## config.mk

```make
export PLATFORM = sky130hd
export DESIGN_NAME = snc_classify
export DESIGN_NICKNAME = d
export VERILOG_FILES = /design/src/sv/snc_pkg.sv /design/src/sv/snc_classify.sv
export SDC_FILE = /design/constraint.sdc
export NUM_CORES = 1
export LEC_CHECK = 0
export BUFFER_PORTS_ARGS = -buffer_cell sky130_fd_sc_hd__buf_4
export CORE_ASPECT_RATIO = 0.5
export CORE_MARGIN = 3
export CORE_UTILIZATION = 49
export DETAILED_ROUTE_END_ITERATION = 10
export PLACE_DENSITY = 0.71
export SLEW_MARGIN = 20
export SYNTH_ARGS = -nofsm -noshare
export SYNTH_HDL_FRONTEND = slang
export SYNTH_SLANG_ARGS = --single-unit
```

## constraint.sdc

```tcl
create_clock -name clk -period 5.63 [get_ports clk]
set_input_delay 0.8445 -clock clk [delete_from_list [all_inputs] [get_ports clk]]
set_output_delay 0.8445 -clock clk [all_outputs]
set_load 0.03 [all_outputs]
```

## src/sv/snc_pkg.sv

```systemverilog
// Shared types and constants for the skeleton node classifier.
`timescale 1ns / 1ps
`default_nettype none

package snc_pkg;

  localparam int CFG_W = 12;

  // register indexes on the configuration port
  localparam logic [1:0] CFG_IMAGE_WIDTH  = 2'd0;
  localparam logic [1:0] CFG_IMAGE_HEIGHT = 2'd1;
  localparam logic [1:0] CFG_OUTPUT_MODE  = 2'd2;

  localparam logic [1:0] MODE_RANK  = 2'd0;
  localparam logic [1:0] MODE_ROLE  = 2'd1;
  localparam logic [1:0] MODE_DEBUG = 2'd2;

  // rank labels
  localparam logic [2:0] LBL_NONE   = 3'd0;
  localparam logic [2:0] LBL_END    = 3'd1;
  localparam logic [2:0] LBL_BRANCH = 3'd2;
  localparam logic [2:0] LBL_J3     = 3'd3;
  localparam logic [2:0] LBL_J4     = 3'd4;
  localparam logic [2:0] LBL_HOLLOW = 3'd5;
  localparam logic [2:0] LBL_J3_ALT = 3'd6;
  localparam logic [2:0] LBL_SQUARE = 3'd7;

  // role labels
  localparam logic [2:0] ROLE_BG     = 3'd0;
  localparam logic [2:0] ROLE_BRANCH = 3'd1;
  localparam logic [2:0] ROLE_NODE   = 3'd2;
  localparam logic [2:0] ROLE_END    = 3'd3;

  // neighbour masks, bit7 top-left then clockwise, bit0 left
  localparam logic [7:0] NB_PLUS   = 8'b0101_0101;
  localparam logic [7:0] NB_TOP    = 8'b0100_0000;
  localparam logic [7:0] NB_LOW5   = 8'b0001_1111;
  localparam logic [7:0] NB_FORK   = 8'b1010_0100;
  localparam logic [7:0] NB_X1     = 8'b0101_0001;
  localparam logic [7:0] NB_X2     = 8'b0101_0010;
  localparam logic [7:0] NB_T      = 8'b0001_0101;
  localparam logic [7:0] NB_TGAP   = 8'b0100_1010;
  localparam logic [7:0] NB_DIAG   = 8'b1010_1010;
  localparam logic [7:0] NB_SQUARE = 8'b0001_1100;
  localparam logic [7:0] NB_ALT    = 8'b0101_1010;

  localparam int OUT_DEPTH = 8;
  localparam int OUT_AW    = $clog2(OUT_DEPTH);
  localparam int OUT_CW    = $clog2(OUT_DEPTH + 1) + 1;

  // 3x3 window: [2:0] left column, [5:3] center, [8:6] right; bit0 of a column is the top row
  typedef struct packed {
    logic [8:0] win;
    logic       last;
  } win_item_t;

  typedef struct packed {
    logic       last;
    logic [2:0] label;
  } label_item_t;

endpackage

`default_nettype wire

```

## src/sv/snc_classify.sv

```systemverilog
// Hit-or-miss matching of the 3x3 window over eight rotations, registered label.
`timescale 1ns / 1ps
`default_nettype none

module snc_classify (
  input  logic                 clk,
  input  logic                 rst,
  input  logic [1:0]           output_mode,
  input  logic                 in_valid,
  input  snc_pkg::win_item_t   in_item,
  output logic                 out_valid,
  output snc_pkg::label_item_t out_item
);
  import snc_pkg::*;

  function automatic logic [7:0] rot8(input logic [7:0] v, input logic [2:0] s);
    logic [15:0] d;
    d = {v, v} << s;
    return d[15:8];
  endfunction

  function automatic logic all_of(input logic [7:0] v, input logic [7:0] m);
    return (v & m) == m;
  endfunction

  function automatic logic none_of(input logic [7:0] v, input logic [7:0] m);
    return (v & m) == 8'd0;
  endfunction

  function automatic logic [2:0] rank_plain(input logic ctr, input logic [7:0] nb);
    logic [7:0] r;
    logic [3:0] cnt;
    logic       found;
    logic [2:0] res;
    cnt   = 4'($countones(nb));
    found = 1'b0;
    res   = LBL_NONE;
    if (!ctr) begin
      res = all_of(nb, NB_PLUS) ? LBL_HOLLOW : LBL_NONE;
    end else if (cnt <= 4'd1) begin
      res = LBL_END;
    end else begin
      for (int s = 0; s < 8; s++) begin
        r = rot8(nb, 3'(s));
        if (!found) begin
          if (all_of(r, NB_TOP) && none_of(r, NB_LOW5)) begin
            res   = LBL_END;
            found = 1'b1;
          end else if (all_of(r, NB_FORK) && (none_of(r, NB_X1) || none_of(r, NB_X2))) begin
            res   = LBL_J3;
            found = 1'b1;
          end else if (all_of(r, NB_T) && none_of(r, NB_TGAP)) begin
            res   = LBL_J3;
            found = 1'b1;
          end
        end
      end
      if (!found) begin
        if (cnt <= 4'd3) begin
          res = LBL_BRANCH;
        end else if ((all_of(nb, NB_DIAG) && none_of(nb, NB_PLUS)) ||
                     (all_of(nb, NB_PLUS) && none_of(nb, NB_DIAG)) ||
                     all_of(nb, NB_SQUARE)) begin
          res = LBL_J4;
        end else begin
          res = LBL_BRANCH;
        end
      end
    end
    return res;
  endfunction

  function automatic logic [2:0] rank_debug(input logic ctr, input logic [7:0] nb);
    logic [7:0] r;
    logic       found;
    logic [2:0] res;
    found = 1'b0;
    res   = LBL_NONE;
    if (!ctr) begin
      res = all_of(nb, NB_PLUS) ? LBL_HOLLOW : LBL_NONE;
    end else if (nb == 8'd0) begin
      res = LBL_END;
    end else begin
      for (int s = 0; s < 8; s++) begin
        r = rot8(nb, 3'(s));
        if (!found) begin
          if (all_of(r, NB_TOP) && none_of(r, NB_LOW5)) begin
            res   = LBL_END;
            found = 1'b1;
          end else if (all_of(r, NB_FORK) && none_of(r, NB_X1)) begin
            res   = LBL_J3;
            found = 1'b1;
          end else if (all_of(r, NB_FORK) && none_of(r, NB_ALT)) begin
            res   = LBL_J3_ALT;
            found = 1'b1;
          end else if (all_of(r, NB_T) && none_of(r, NB_TGAP)) begin
            res   = LBL_J3;
            found = 1'b1;
          end
        end
      end
      if (!found) begin
        if ((all_of(nb, NB_DIAG) && none_of(nb, NB_PLUS)) ||
            (all_of(nb, NB_PLUS) && none_of(nb, NB_DIAG))) begin
          res = LBL_J4;
        end else if (all_of(nb, NB_SQUARE)) begin
          res = LBL_SQUARE;
        end else begin
          res = LBL_BRANCH;
        end
      end
    end
    return res;
  endfunction

  logic [2:0] lf, cc, rt;
  logic [7:0] nb;
  logic       ctr;
  logic [2:0] rp, rd, role, label;

  always_comb begin
    lf  = in_item.win[2:0];
    cc  = in_item.win[5:3];
    rt  = in_item.win[8:6];
    ctr = cc[1];
    nb  = {lf[0], cc[0], rt[0], rt[1], rt[2], cc[2], lf[2], lf[1]};
    rp  = rank_plain(ctr, nb);
    rd  = rank_debug(ctr, nb);
    if (rp == LBL_END) begin
      role = ROLE_END;
    end else if (rp == LBL_BRANCH) begin
      role = ROLE_BRANCH;
    end else if (rp == LBL_NONE) begin
      role = ROLE_BG;
    end else begin
      role = ROLE_NODE;
    end
    unique case (output_mode)
      MODE_DEBUG: label = rd;
      MODE_ROLE:  label = role;
      default:    label = rp;
    endcase
  end

  always_ff @(posedge clk) begin
    if (rst) begin
      out_valid <= 1'b0;
    end else begin
      out_valid <= in_valid;
    end
  end

  always_ff @(posedge clk) begin
    if (in_valid) begin
      out_item.label <= label;
      out_item.last  <= in_item.last;
    end
  end

endmodule

`default_nettype wire

```

==> key figures <==
Outcome
  • Run status: completed

Global route
  • Vias in the first global route: 1156
  • Initial antenna violation count: 0
  • First-pass GRT wire length: 5685 µm
  • Largest net degree at the start of global routing: 26
  • GRT Residual Overflow: 0
  • Total Routing Usage GR: 20.91%

Place
  • Final GP Congestion: 0.9065
  • Port Buffers: 19
  • Detailed Place HPWL: 2488 µm
  • Pre-CTS WS: 0.7750 ns

Synth
  • Register area share after synthesis: 10.92%
  • Synth Area per Inst: 7.464 µm²
  • Synth Cell Area: 0.001284 mm²
  • Post-synthesis async set-or-reset flop share: 0%
  • Post-synth top flop: edfxtp_1
  • Library cells used by synthesis: 50
  • Share of the synthesized area in the top cell type: 9.357%
  • Synth area leaders: edfxtp_1 9.4%, fa_1 6.2%, ha_1 5.8%
  • Synthesized Nets: 197
  • Syn Inst Count: 172
  • EDFF count, synth: 4
  • Post-synth top area cell: edfxtp_1
  • YS warnings: 0
  • #FFs+latches synth: 5

STA
  • Final Critical Period: 4.648 ns
  • RSZ-0062 raised after global routing: no
  • Final setup violating endpoints: 0
  • Fmax: 215.2 MHz
  • Final Cycle Share: 82.55%
  • Pins Over Slew Limit: 0
  • Setup_tns: 0 ns
  • Final Worst Setup Slack: 0.9822 ns
  • Final hold violations: 0
  • Worst-margin pin slew: 0.7521 ns
  • Slew headroom: 49.07%

Clocking
  • Hold buffer count at CTS: 0
  • Clk buf depth: 2
  • CTS tree: done
  • H-tree depth: 1
  • CTS Buf Count: 3
  • Clk sink count: 5
  • Post-CTS Setup Repair Bufs: 0
  • PostCTS Resize Cnt: 0
  • Worst-path clk slew: 0.03 ns
  • Clock Tree Root: clkbuf_8

Worst setup path
  • CP endpoint kind: register
  • CP most frequent cell: fa_1
  • Startpoint class of the critical path: input port
  • Worst EP required: 5.60 ns
  • Worst path max stage delay: 0.53 ns
  • Crit path cell chain: buf_4 -> fa_1 -> inv_1 -> fa_1 -> fa_1 -> inv_1 -> ha_1 -> fa_1 -> and2_1 -> a21oi_1 -> o211ai_1 -> nor4_1 -> a31oi_1 -> a311o_1
  • Crit path DAT: 4.61 ns
  • Setup CP Type: input port to register
  • Max FO, Critical Path: 15
  • Slowest cell on crit path: fa_1

Floorplanning
  • Die Span X: 78.39 µm
  • Initial core utilization: 54.81%
  • IO Pins: 20
  • Die height: 42.20 µm
  • Die footprint: 0.003307 mm²
  • CORE AREA: 0.002342 mm²
  • Row count: 12

Detailed routing
  • Drt via density: 6.456
  • Vias: 1401
  • DR DRC count: 0
  • Routed WL: 3438 µm
  • Routed Antenna Nets: 0
  • Mean routed wirelength per cell: 15.84 µm
  • DRT iter0 DRCs: 91
  • DRT Pass-1 Iters: 4

Layout
  • Post-Route Utilization: 60.74%
  • Ratio of cells with drive above 1 in the final layout: 15.93%
  • Commonest non-fill, non-tap cell in the layout: buf_4
  • # diodes: 0
  • NumNets Final: 208
  • Layout filler cell count: 236
  • Commonest cells after routing, fill and taps aside: 19 x buf_4, 14 x inv_1, 13 x nand2_1, 13 x nor3_1, 10 x a21oi_1
  • Area Overhead vs Synth: 10.82%

Power
  • Tot Pwr: 0.2270 mW
  • Max IR drop VDD: 0.0001037 V
  • Leakage: 0.5391 nW
  • Pwr Density: 159.6 mW/mm²

Hold path
  • Worst hold path type: input port to register

Run
  • Max_cap viols: 0
## stage by stage
step                      std cells  hold slack, ns  area (µm²)
final                           217          0.7777        1423
after detailed placement        213           1.005        1378
after global routing            217          0.7819        1423
after floorplan                 172          0.9161        1284
after CTS                       217          0.7759        1423
after global placement          213           1.002        1378
## synthesized netlist by cell type (5+ instances only)
library cell / count
nand2b_1: 8
buf_2: 5
ha_1: 6
nand2_1: 13
inv_1: 14
nor3_1: 13
nand3_1: 6
a21oi_1: 10
o211ai_1: 5
o21ai_0: 6
buf_4: 6
nor2b_1: 8
nor2_1: 5
## state kept, by name (all words and copies together) (netlist names)
name       flops
out_valid      1
out_item       4
## metal layers
layer	share of wire [%]	vias up	global-route usage, %
met2	42	92	30.95
met3	10	2	1.717
li1	-	669	-
met5	0	-	0
met4	0.41	0	4.878
met1	47	638	32.23
## layout make-up
type | instances | area [µm²] | area share [%]
clock buffer | 4 | 45.04 | 3.166
inverter | 15 | 56.30 | 3.958
multi-input combinational | 139 | 994.7 | 69.92
sequential | 5 | 140.1 | 9.850
tap | 35 | 43.79 | 3.078
timing repair buffer | 19 | 142.6 | 10.03
## worst max-delay path: cells and delay by family
| family | cells | cell delay [ns] |
|---|---|---|
| buf+inv | 3 | 0.26 |
| compound gates | 4 | 0.76 |
| simple gates | 2 | 0.69 |
| fa+ha+maj | 5 | 2.05 |
## power by group
part	total, mW	switching [mW]	internal [mW]
registers	0.0462	0.00104	0.0452
clock network	0.0661	0.0175	0.0486
logic	0.115	0.0684	0.0462
total	0.227	0.0870	0.140
## worst paths after layout
check                 slack, ns           to  startpoint  cells after the start
worst max-delay path       0.98  out_item[1]  in_item[1]                     14
worst min-delay path       0.78    out_valid         rst                      2
## cells by family (layout without fill, tap and decap cells)
logic type	Yosys count	in the layout	synth area share, %
AO/OA/AOI/OAI	46	46	24.95
AND/OR/NAND/NOR	82	82	39.77
XOR/XNOR	1	1	0.6824
adder cells (fa/ha/maj)	10	10	12.09
flip-flops	5	5	10.92
buffers and inverters	28	38	11.60
Power figures use the tool's default switching activity.
