==> src/sv/snc_pkg.sv <==
// Shared types and constants for the skeleton node classifier.
`timescale 1ns / 1ps
`default_nettype none

package snc_pkg;

  localparam int CFG_W = 12;

  // register indexes on the configuration port
  localparam logic [1:0] CFG_IMAGE_WIDTH  = 2'd0;
  localparam logic [1:0] CFG_IMAGE_HEIGHT = 2'd1;
  localparam logic [1:0] CFG_OUTPUT_MODE  = 2'd2;

  localparam logic [1:0] MODE_RANK  = 2'd0;
  localparam logic [1:0] MODE_ROLE  = 2'd1;
  localparam logic [1:0] MODE_DEBUG = 2'd2;

  // rank labels
  localparam logic [2:0] LBL_NONE   = 3'd0;
  localparam logic [2:0] LBL_END    = 3'd1;
  localparam logic [2:0] LBL_BRANCH = 3'd2;
  localparam logic [2:0] LBL_J3     = 3'd3;
  localparam logic [2:0] LBL_J4     = 3'd4;
  localparam logic [2:0] LBL_HOLLOW = 3'd5;
  localparam logic [2:0] LBL_J3_ALT = 3'd6;
  localparam logic [2:0] LBL_SQUARE = 3'd7;

  // role labels
  localparam logic [2:0] ROLE_BG     = 3'd0;
  localparam logic [2:0] ROLE_BRANCH = 3'd1;
  localparam logic [2:0] ROLE_NODE   = 3'd2;
  localparam logic [2:0] ROLE_END    = 3'd3;

  // neighbour masks, bit7 top-left then clockwise, bit0 left
  localparam logic [7:0] NB_PLUS   = 8'b0101_0101;
  localparam logic [7:0] NB_TOP    = 8'b0100_0000;
  localparam logic [7:0] NB_LOW5   = 8'b0001_1111;
  localparam logic [7:0] NB_FORK   = 8'b1010_0100;
  localparam logic [7:0] NB_X1     = 8'b0101_0001;
  localparam logic [7:0] NB_X2     = 8'b0101_0010;
  localparam logic [7:0] NB_T      = 8'b0001_0101;
  localparam logic [7:0] NB_TGAP   = 8'b0100_1010;
  localparam logic [7:0] NB_DIAG   = 8'b1010_1010;
  localparam logic [7:0] NB_SQUARE = 8'b0001_1100;
  localparam logic [7:0] NB_ALT    = 8'b0101_1010;

  localparam int OUT_DEPTH = 8;
  localparam int OUT_AW    = $clog2(OUT_DEPTH);
  localparam int OUT_CW    = $clog2(OUT_DEPTH + 1) + 1;

  // 3x3 window: [2:0] left column, [5:3] center, [8:6] right; bit0 of a column is the top row
  typedef struct packed {
    logic [8:0] win;
    logic       last;
  } win_item_t;

  typedef struct packed {
    logic       last;
    logic [2:0] label;
  } label_item_t;

endpackage

`default_nettype wire

==> src/sv/snc_out_fifo.sv <==
// Small result queue between the classifier and the output stream.
`timescale 1ns / 1ps
`default_nettype none

module snc_out_fifo (
  input  logic                     clk,
  input  logic                     rst,
  input  logic                     wr_en,
  input  snc_pkg::label_item_t     wr_item,
  output logic [snc_pkg::OUT_CW-1:0] count,
  output logic                     rd_valid,
  input  logic                     rd_ready,
  output snc_pkg::label_item_t     rd_item
);
  import snc_pkg::*;

  label_item_t       slots [OUT_DEPTH];
  logic [OUT_AW-1:0] wr_ptr, rd_ptr;
  logic              rd_en;

  assign rd_valid = (count != '0);
  assign rd_en    = rd_valid && rd_ready;
  assign rd_item  = slots[rd_ptr];

  always_ff @(posedge clk) begin
    if (wr_en) begin
      slots[wr_ptr] <= wr_item;
    end
  end

  always_ff @(posedge clk) begin
    if (rst) begin
      wr_ptr <= '0;
      rd_ptr <= '0;
      count  <= '0;
    end else begin
      if (wr_en) begin
        wr_ptr <= (wr_ptr == OUT_AW'(OUT_DEPTH - 1)) ? '0 : wr_ptr + OUT_AW'(1);
      end
      if (rd_en) begin
        rd_ptr <= (rd_ptr == OUT_AW'(OUT_DEPTH - 1)) ? '0 : rd_ptr + OUT_AW'(1);
      end
      count <= count + OUT_CW'(wr_en) - OUT_CW'(rd_en);
    end
  end

endmodule

`default_nettype wire

==> config.mk <==
export PLATFORM = sky130hd
export DESIGN_NAME = snc_out_fifo
export DESIGN_NICKNAME = d
export VERILOG_FILES = /design/src/sv/snc_pkg.sv /design/src/sv/snc_out_fifo.sv
export SDC_FILE = /design/constraint.sdc
export NUM_CORES = 1
export LEC_CHECK = 0
export BUFFER_PORTS_ARGS = -buffer_cell sky130_fd_sc_hd__buf_2
export CORE_MARGIN = 8
export CORE_UTILIZATION = 31
export DETAILED_ROUTE_END_ITERATION = 10
export PLACE_DENSITY = 0.49
export SYNTH_ARGS = -nofsm -noshare
export SYNTH_HDL_FRONTEND = slang
export SYNTH_SLANG_ARGS = --single-unit
==> constraint.sdc <==
create_clock -name clk -period 3.46 [get_ports clk]
set_input_delay 0.692 -clock clk [delete_from_list [all_inputs] [get_ports clk]]
set_output_delay 0.692 -clock clk [all_outputs]
set_load 0.05 [all_outputs]
==> results.toml, run 1 <==
[synthesis]
ys_warn_count = 0
yosysMostFrequentCell = "edfxtp_1"
synth_common_cells = "32 x edfxtp_1, 14 x dfxtp_1, 14 x nor2_1"
synth_cells = 131
ys_types = 26
synth_edf_count = 32
ys_top_cells_by_area = "edfxtp_1 48%, dfxtp_1 14%, mux4_1 11%"
syn_nets = 150
avgSynthCellArea_um2 = 15.1
synth_seq_cells = 46
synth_area_um2 = 1980
synth-main-ff-cell = "edfxtp_1"
async_flop_share_pct = 0
seq_area_frac_synth_pct = 62.6
yosysTopAreaCell = "edfxtp_1"
synth_top_area_share_pct = 48.5

[timing]
slew_viol_final = 0
max-slew-margin-rel_pct = 54.2
worst_slack_ps = 708
fmax_mhz = 363
finalSetupTns_ps = 0
hold_violations = 0
finalSetupViolCount = 0
period_share_pct = 79.6
fin_crit_ps = 2750
worstMarginPinSlew_ps = 682
grt_setup_unrepaired = "false"
hold_slack_ps = 543
skew_ps = 8.57

[clock_tree]
cts_tree = "yes"
clk_pin_slew_worst_paths_ps = 90
post-cts-setup-buffers = 0
clock_path_buffers = 2
postCtsHoldBufs = 0
clk_latency_ps = 290
clock_sinks = 46
cts_buffers = 5
postCtsResizedCells = 0
cts-root-buf = "clkbuf_8"
cts_max_level = 2

[global_routing]
antenna_found_initial = 0
grt_pass1_wl_mm = 5.92
grt_max_degree = 15
grt_pass1_vias = 1181
grt-ovfl-total = 0
grt_usage_pct = 8.81

[placed_design]
postPlaceCellArea_um2 = 2140
port_buffers = 17
dp.cells = 222
pre_cts_slack_ps = 799
finalWeightedCongestion = 0.784
hpwl_mm = 2.66

[critical_path]
startpoint_type = "flip-flop"
critPathMaxFanout = 8
cp_data_arrival_time_ps = 2060
worstPathRequired_ps = 2770
end_kind = "primary output"
path_class = "flip-flop to primary output"

[pwr]
combPwrFrac_pct = 32.8
p_per_area_nw_per_um2 = 708
p_switching_uw = 560
power_frac_seq_pct = 43.0
sw_frac_of_total_pct = 35.1
leakage_nw = 0.831
intPower_mw = 1.04
fin_total_pwr_mw = 1.60
ir_drop_uv = 389
pwr-share-clk_pct = 24.2

[detailed_routing]
ant_nets = 0
drcViolationCount = 0
highest_layer = "met4"
wl_per_cell_um = 15.6
viasPerCell = 4.68
firstDrtPassIters = 4
drtIter0Drc = 18
wl_mm = 3.58
vias = 1076
dr_wl_met2_mm = 1.78
wl_met1_mm = 1.59
wl_met3_um = 146

[finish]
final_area_um2 = 2250
fill_cells = 608
postLayoutCoreUtil_pct = 35.9
drive_gt1_share_pct = 20.3
syn_to_final_growth_pct = 13.7
nets = 171
ff_latch_area_um2 = 1240
diodes = 0
fin_cells = 230
multi_input_comb_area_um2 = 688

[status]
status = "complete, no violations"

[floorplan]
start_util_pct = 31.6
boundaryPins = 18
die_area_um2 = 9210
fp.dieW_um = 96.0
die_y_um = 96.0
std_cell_rows = 29
core-area_um2 = 6280

[worst_hold_path]
hold_path_class = "flip-flop to flip-flop"

[job]
maxCapViolCount = 0
==> registers in the layout, indices dropped and copies added, names as in the netlist, named ones only <==
signal / cells
rd_ptr: 3
wr_ptr: 3
slots: 32
count: 5
==> cell families (layout without fill, tap and decap cells) <==
group	Yosys count	count (layout)	synth area share [%]
xor+xnor	2	2	0.884
fa+ha+maj	11	11	7.32
buf+inv	12	34	2.65
compound gates	13	13	3.79
mux	14	14	13.9
flops	46	46	62.6
simple gates	33	33	8.84
==> per-layer routing <==
layer | GRT usage, % | vias to the layer above
li1 | - | 531
met2 | 14.7 | 16
met1 | 9.95 | 523
met4 | 3.84 | 0
met3 | 3.20 | 6
met5 | 0 | -
==> path summary, 6_finish.rpt <==
check	from	depth (start not counted)	slack, ps	endpoint
min reg2reg	rd_ptr[1]	2	540	rd_ptr[1]
max reg2reg	count[3]	12	820	count[4]
max	flip-flop	3	710	rd_item[0]
min	rd_ptr[1]	2	540	rd_ptr[1]
==> layout make-up <==
class                   count  share of cell area [%]
clock buffers               5                    3.05
multi-input cells          73                    30.5
flip-flops and latches     46                    55.1
clock inverters             3                    1.78
repair buffers             17                    3.78
well taps                  77                    4.28
inverters                   9                    1.50
==> cell usage in the layout (no fill, tap or decap), types with 5 or more instances in the layout <==
master | Yosys | layout
ha_1 | 10 | 10
nand2b_1 | 7 | 7
dfxtp_1 | 14 | 14
buf_2 | 0 | 17
nor2_1 | 14 | 14
edfxtp_1 | 32 | 32
clkbuf_8 | 0 | 5
mux4_1 | 8 | 8
inv_1 | 9 | 9
a21oi_1 | 7 | 7
==> power by group through the flow <==
stage | Combinational, mW | Clock [mW] | Sequential, mW
global route | 0.583 | 0.423 | 0.696
finish | 0.523 | 0.386 | 0.687
global placement | 0.519 | 0 | 0.699
CTS | 0.532 | 0.401 | 0.688
floorplan | 0.348 | 0 | 0.762
detailed placement | 0.529 | 0 | 0.700
==> critical path: stages, from the launching register on <==
cell     delay [ps]
dfxtp_1         630
mux4_1          630
mux2_2          290
buf_2           210
Note: power is estimated with default switching activity, not from simulation.
==> run 2, diff against run 1 <==
==> constraint.sdc (replaced) <==
create_clock -name clk -period 2.85 [get_ports clk]
set_input_delay 0.57 -clock clk [delete_from_list [all_inputs] [get_ports clk]]
set_output_delay 0.57 -clock clk [all_outputs]
set_load 0.05 [all_outputs]
==> results.toml, run 2 (synthesized netlist as in run 1, its figures left out) <==
[floorplan]
boundaryPins = 18
die_area_um2 = 9210
die_y_um = 96.0
core-area_um2 = 6280
std_cell_rows = 29
fp.dieW_um = 96.0
start_util_pct = 31.6

[detailed_routing]
vias = 1095
wl_per_cell_um = 15.6
wl_mm = 3.60
ant_nets = 0
drcViolationCount = 0
viasPerCell = 4.76
firstDrtPassIters = 4
drtIter0Drc = 41

[placed_design]
pre_cts_slack_ps = 225
postPlaceCellArea_um2 = 2140
port_buffers = 17
dp.cells = 222
hpwl_mm = 2.75
finalWeightedCongestion = 0.819

[global_routing]
grt_max_degree = 16
grt-ovfl-total = 0
grt_pass1_vias = 1251
antenna_found_initial = 0
grt_pass1_wl_mm = 6.05
grt_usage_pct = 8.82

[timing]
fin_crit_ps = 2620
worst_slack_ps = 234
max-slew-margin-rel_pct = 52.7
finalSetupTns_ps = 0
worstMarginPinSlew_ps = 704
slew_viol_final = 0
fmax_mhz = 382
grt_setup_unrepaired = "false"
hold_violations = 0
hold_slack_ps = 522
finalSetupViolCount = 0
skew_ps = 4.85
period_share_pct = 91.8

[finish]
largest_reg_flops = 32
layout_common_cells = "32 x edfxtp_1, 17 x buf_2, 14 x nor2_1, 14 x dfxtp_1, 10 x ha_1"
top_regs = "slots (32), count (5)"
drive_gt1_share_pct = 20.3
final_common_cell = "edfxtp_1"
diodes = 0
nets = 171
final_area_um2 = 2260
top_register = "slots"
syn_to_final_growth_pct = 14.0
fin_cells = 230

[clock_tree]
cts_buffers = 5
cts_tree = "yes"
clock_sinks = 46
clock_path_buffers = 2
cts_max_level = 2
cts-root-buf = "clkbuf_8"
post-cts-setup-buffers = 0
postCtsHoldBufs = 0
clk_pin_slew_worst_paths_ps = 80
postCtsResizedCells = 0
clk_latency_ps = 290

[critical_path]
path_class = "flip-flop to primary output"
critPathTopFamily = "multiplexers"
crit_chain = "mux4_1 > mux2_2 > buf_2"
cpPeakStageDelay_ps = 640
critPathMaxFanout = 8
crit_buf_inv = 1
worstPathRequired_ps = 2280
cp_data_arrival_time_ps = 2050
end_kind = "primary output"
crit_slowest_cell = "mux4_1"
startpoint_type = "flip-flop"

[job]
maxCapViolCount = 0

[pwr]
leakage_nw = 0.823
p_per_area_nw_per_um2 = 864
ir_drop_uv = 478

[status]
status = "complete, no violations"

[worst_hold_path]
hold_path_class = "flip-flop to flip-flop"
## run 2: changes by cell type in the layout (fill, tap and decap cells not counted)
cell        before  now
clkinv_2         2    0
clkinvlp_4       0    2
## run 2: final timing paths
kind / to / depth (start not counted) / slack [ps] / start
max: rd_item[0] / 3 / 230 / flip-flop
min: flip-flop / 2 / 520 / rd_ptr[2]
max reg2reg: count[4] / 12 / 240 / count[2]
min reg2reg: flip-flop / 2 / 520 / rd_ptr[2]
## run 2: per-stage QoR
step,power [mW],utilization [%]
floorplan,1.35,-
global placement,1.48,34.2
detailed placement,1.50,34.2
CTS,1.98,36.0
global route,2.08,36.0
finish,1.95,36.0
## run 2: cell type report
| type | instances | area (um^2) |
|---|---|---|
| clock buffer | 5 | 68.8 |
| multi-input combinational | 73 | 688 |
| sequential | 46 | 1240 |
| tap | 77 | 96.3 |
| inverter | 9 | 33.8 |
| clock inverter | 3 | 45.0 |
| fill | 617 | 4020 |
| timing repair buffer | 17 | 85.1 |
## run 2: where the power goes
group          leakage, nW  total (mW)  switching (mW)  internal [mW]
sequential           0.406       0.833          0.0616          0.772
clock               0.0504       0.480           0.220          0.261
combinational        0.367       0.638           0.409          0.230
## run 2: metal layers
metal	part of all wire [%]	vias to the layer above	global-route usage, %
li1	-	531	-
met2	52	18	15.2
met5	0	-	0
met4	1.4	0	3.46
met3	4.5	6	2.89
met1	42	540	9.89
## run 2: worst min-delay path: cells and delay by family (launching register included)
kind	cells	cell delay (ps)
DFF	1	320
AOI/OAI and AO/OA	2	150
==> run 3, diff against run 2 <==
--- a/config.mk
+++ b/config.mk
@@ -6,9 +6,11 @@
 export NUM_CORES = 1
 export LEC_CHECK = 0
 export BUFFER_PORTS_ARGS = -buffer_cell sky130_fd_sc_hd__buf_2
+export CORE_ASPECT_RATIO = 0.75
 export CORE_MARGIN = 8
 export CORE_UTILIZATION = 31
 export DETAILED_ROUTE_END_ITERATION = 10
+export MAX_ROUTING_LAYER = met4
 export PLACE_DENSITY = 0.49
 export SYNTH_ARGS = -nofsm -noshare
 export SYNTH_HDL_FRONTEND = slang
==> results.toml, run 3 (synthesized netlist as in run 1, its figures left out) <==
[finish]
layout_common_cells = "32 x edfxtp_1, 17 x buf_2, 14 x nor2_1, 14 x dfxtp_1, 10 x ha_1"
largest_reg_flops = 32
fill_cells = 602
drive_gt1_share_pct = 20.3
nets = 171
fin_cells = 234
top_register = "slots"
syn_to_final_growth_pct = 14.6
diodes = 0
final_common_cell = "edfxtp_1"
top_regs = "slots (32), count (5)"

[detailed_routing]
drtIter0Drc = 45
ant_nets = 0
vias = 1056
drcViolationCount = 0
wl_mm = 3.41
wl_per_cell_um = 14.6
viasPerCell = 4.51
firstDrtPassIters = 4

[timing]
fin_crit_ps = 2590
hold_violations = 0
worstMarginPinSlew_ps = 714
fmax_mhz = 386
grt_setup_unrepaired = "false"
skew_ps = 5.62
slew_viol_final = 0
worst_slack_ps = 263
period_share_pct = 90.8
finalSetupViolCount = 0
finalSetupTns_ps = 0
max-slew-margin-rel_pct = 52.1

[floorplan]
start_util_pct = 31.7
die_y_um = 85.2
std_cell_rows = 25
die_area_um2 = 9230
core-area_um2 = 6260
fp.dieW_um = 108
boundaryPins = 18

[global_routing]
grt_pass1_wl_mm = 5.53
grt_usage_pct = 8.16
antenna_found_initial = 0
grt-ovfl-total = 0
grt_max_degree = 16
grt_pass1_vias = 1099

[placed_design]
port_buffers = 17
hpwl_mm = 2.53
pre_cts_slack_ps = 238
dp.cells = 226
finalWeightedCongestion = 0.811

[clock_tree]
clock_path_buffers = 2
post-cts-setup-buffers = 0
clk_latency_ps = 290
cts-root-buf = "clkbuf_8"
cts_max_level = 2
postCtsHoldBufs = 0
cts_tree = "yes"
cts_buffers = 5
clk_pin_slew_worst_paths_ps = 80
clock_sinks = 46
postCtsResizedCells = 0

[pwr]
combPwrFrac_pct = 32.7
fin_total_pwr_mw = 1.96
ir_drop_uv = 224
p_per_area_nw_per_um2 = 862
leakage_nw = 0.837
intPower_mw = 1.27
pwr-share-clk_pct = 24.5
p_switching_uw = 685
sw_frac_of_total_pct = 35.0
power_frac_seq_pct = 42.8

[critical_path]
cp_data_arrival_time_ps = 2020
end_kind = "primary output"
worstPathRequired_ps = 2280
reg2reg_depth = 12
path_class = "flip-flop to primary output"
critPathMaxFanout = 8
startpoint_type = "flip-flop"
r2r_slack_ps = 330

[worst_hold_path]
hold_path_class = "flip-flop to flip-flop"
min_path_cells = 2

[status]
status = "complete, no violations"

[job]
maxCapViolCount = 0
run 3: cell types whose count changed in the layout (fill, tap and decap cells not counted):
| cell | delta |
|---|---|
| clkinvlp_4 | -2 |
| clkinv_2 | +1 |
| inv_6 | +1 |
| nor4b_2 | -1 |
| nor4b_4 | +1 |
run 3: final cells by class:
| type | instances | area (um^2) | area share (%) |
|---|---|---|---|
| clock buffer | 5 | 68.8 | 3.03 |
| clock inverter | 3 | 43.8 | 1.93 |
| timing repair buffer | 17 | 85.1 | 3.75 |
| tap | 81 | 101 | 4.46 |
| multi-input combinational | 73 | 697 | 30.7 |
| sequential | 46 | 1240 | 54.7 |
| inverter | 9 | 33.8 | 1.49 |
run 3: worst paths after layout:
| check | startpoint | to |
|---|---|---|
| setup / recovery | flip-flop | rd_item[0] |
| hold / removal | rd_ptr[2] | rd_ptr[2] |
| setup reg to reg | count[2] | count[4] |
| hold reg to reg | rd_ptr[2] | rd_ptr[2] |
run 3: power groups by stage:
stage               clock (mW)  combinational [mW]  sequential [mW]
floorplan                    0               0.423            0.925
global placement             0               0.632            0.847
detailed placement           0               0.639            0.850
CTS                      0.493               0.642            0.835
global route             0.520               0.712            0.849
finish                   0.479               0.641            0.838
run 3: metrics by stage:
stage | cell area, um^2 | util [%] | hold WS [ps]
after global routing | 2270 | 36.3 | 524
after detailed placement | 2150 | 34.4 | 510
after floorplan | 1980 | - | 468
final | 2270 | 36.3 | 521
after CTS | 2260 | 36.2 | 522
after global placement | 2150 | 34.4 | 503
run 3: worst max-delay path, stage by stage, from the launching register on:
cell	delay, ps
dfxtp_1	620
mux4_1	620
mux2_2	280
buf_2	210
run 3: per-layer routing:
layer | GRT usage (%) | vias up | part of all wire, %
li1 | - | 534 | -
met1 | 9.67 | 503 | 47
met2 | 12.7 | 13 | 49
met3 | 2.42 | 6 | 2.9
met4 | 3.35 | 0 | 1.6
met5 | - | - | 0
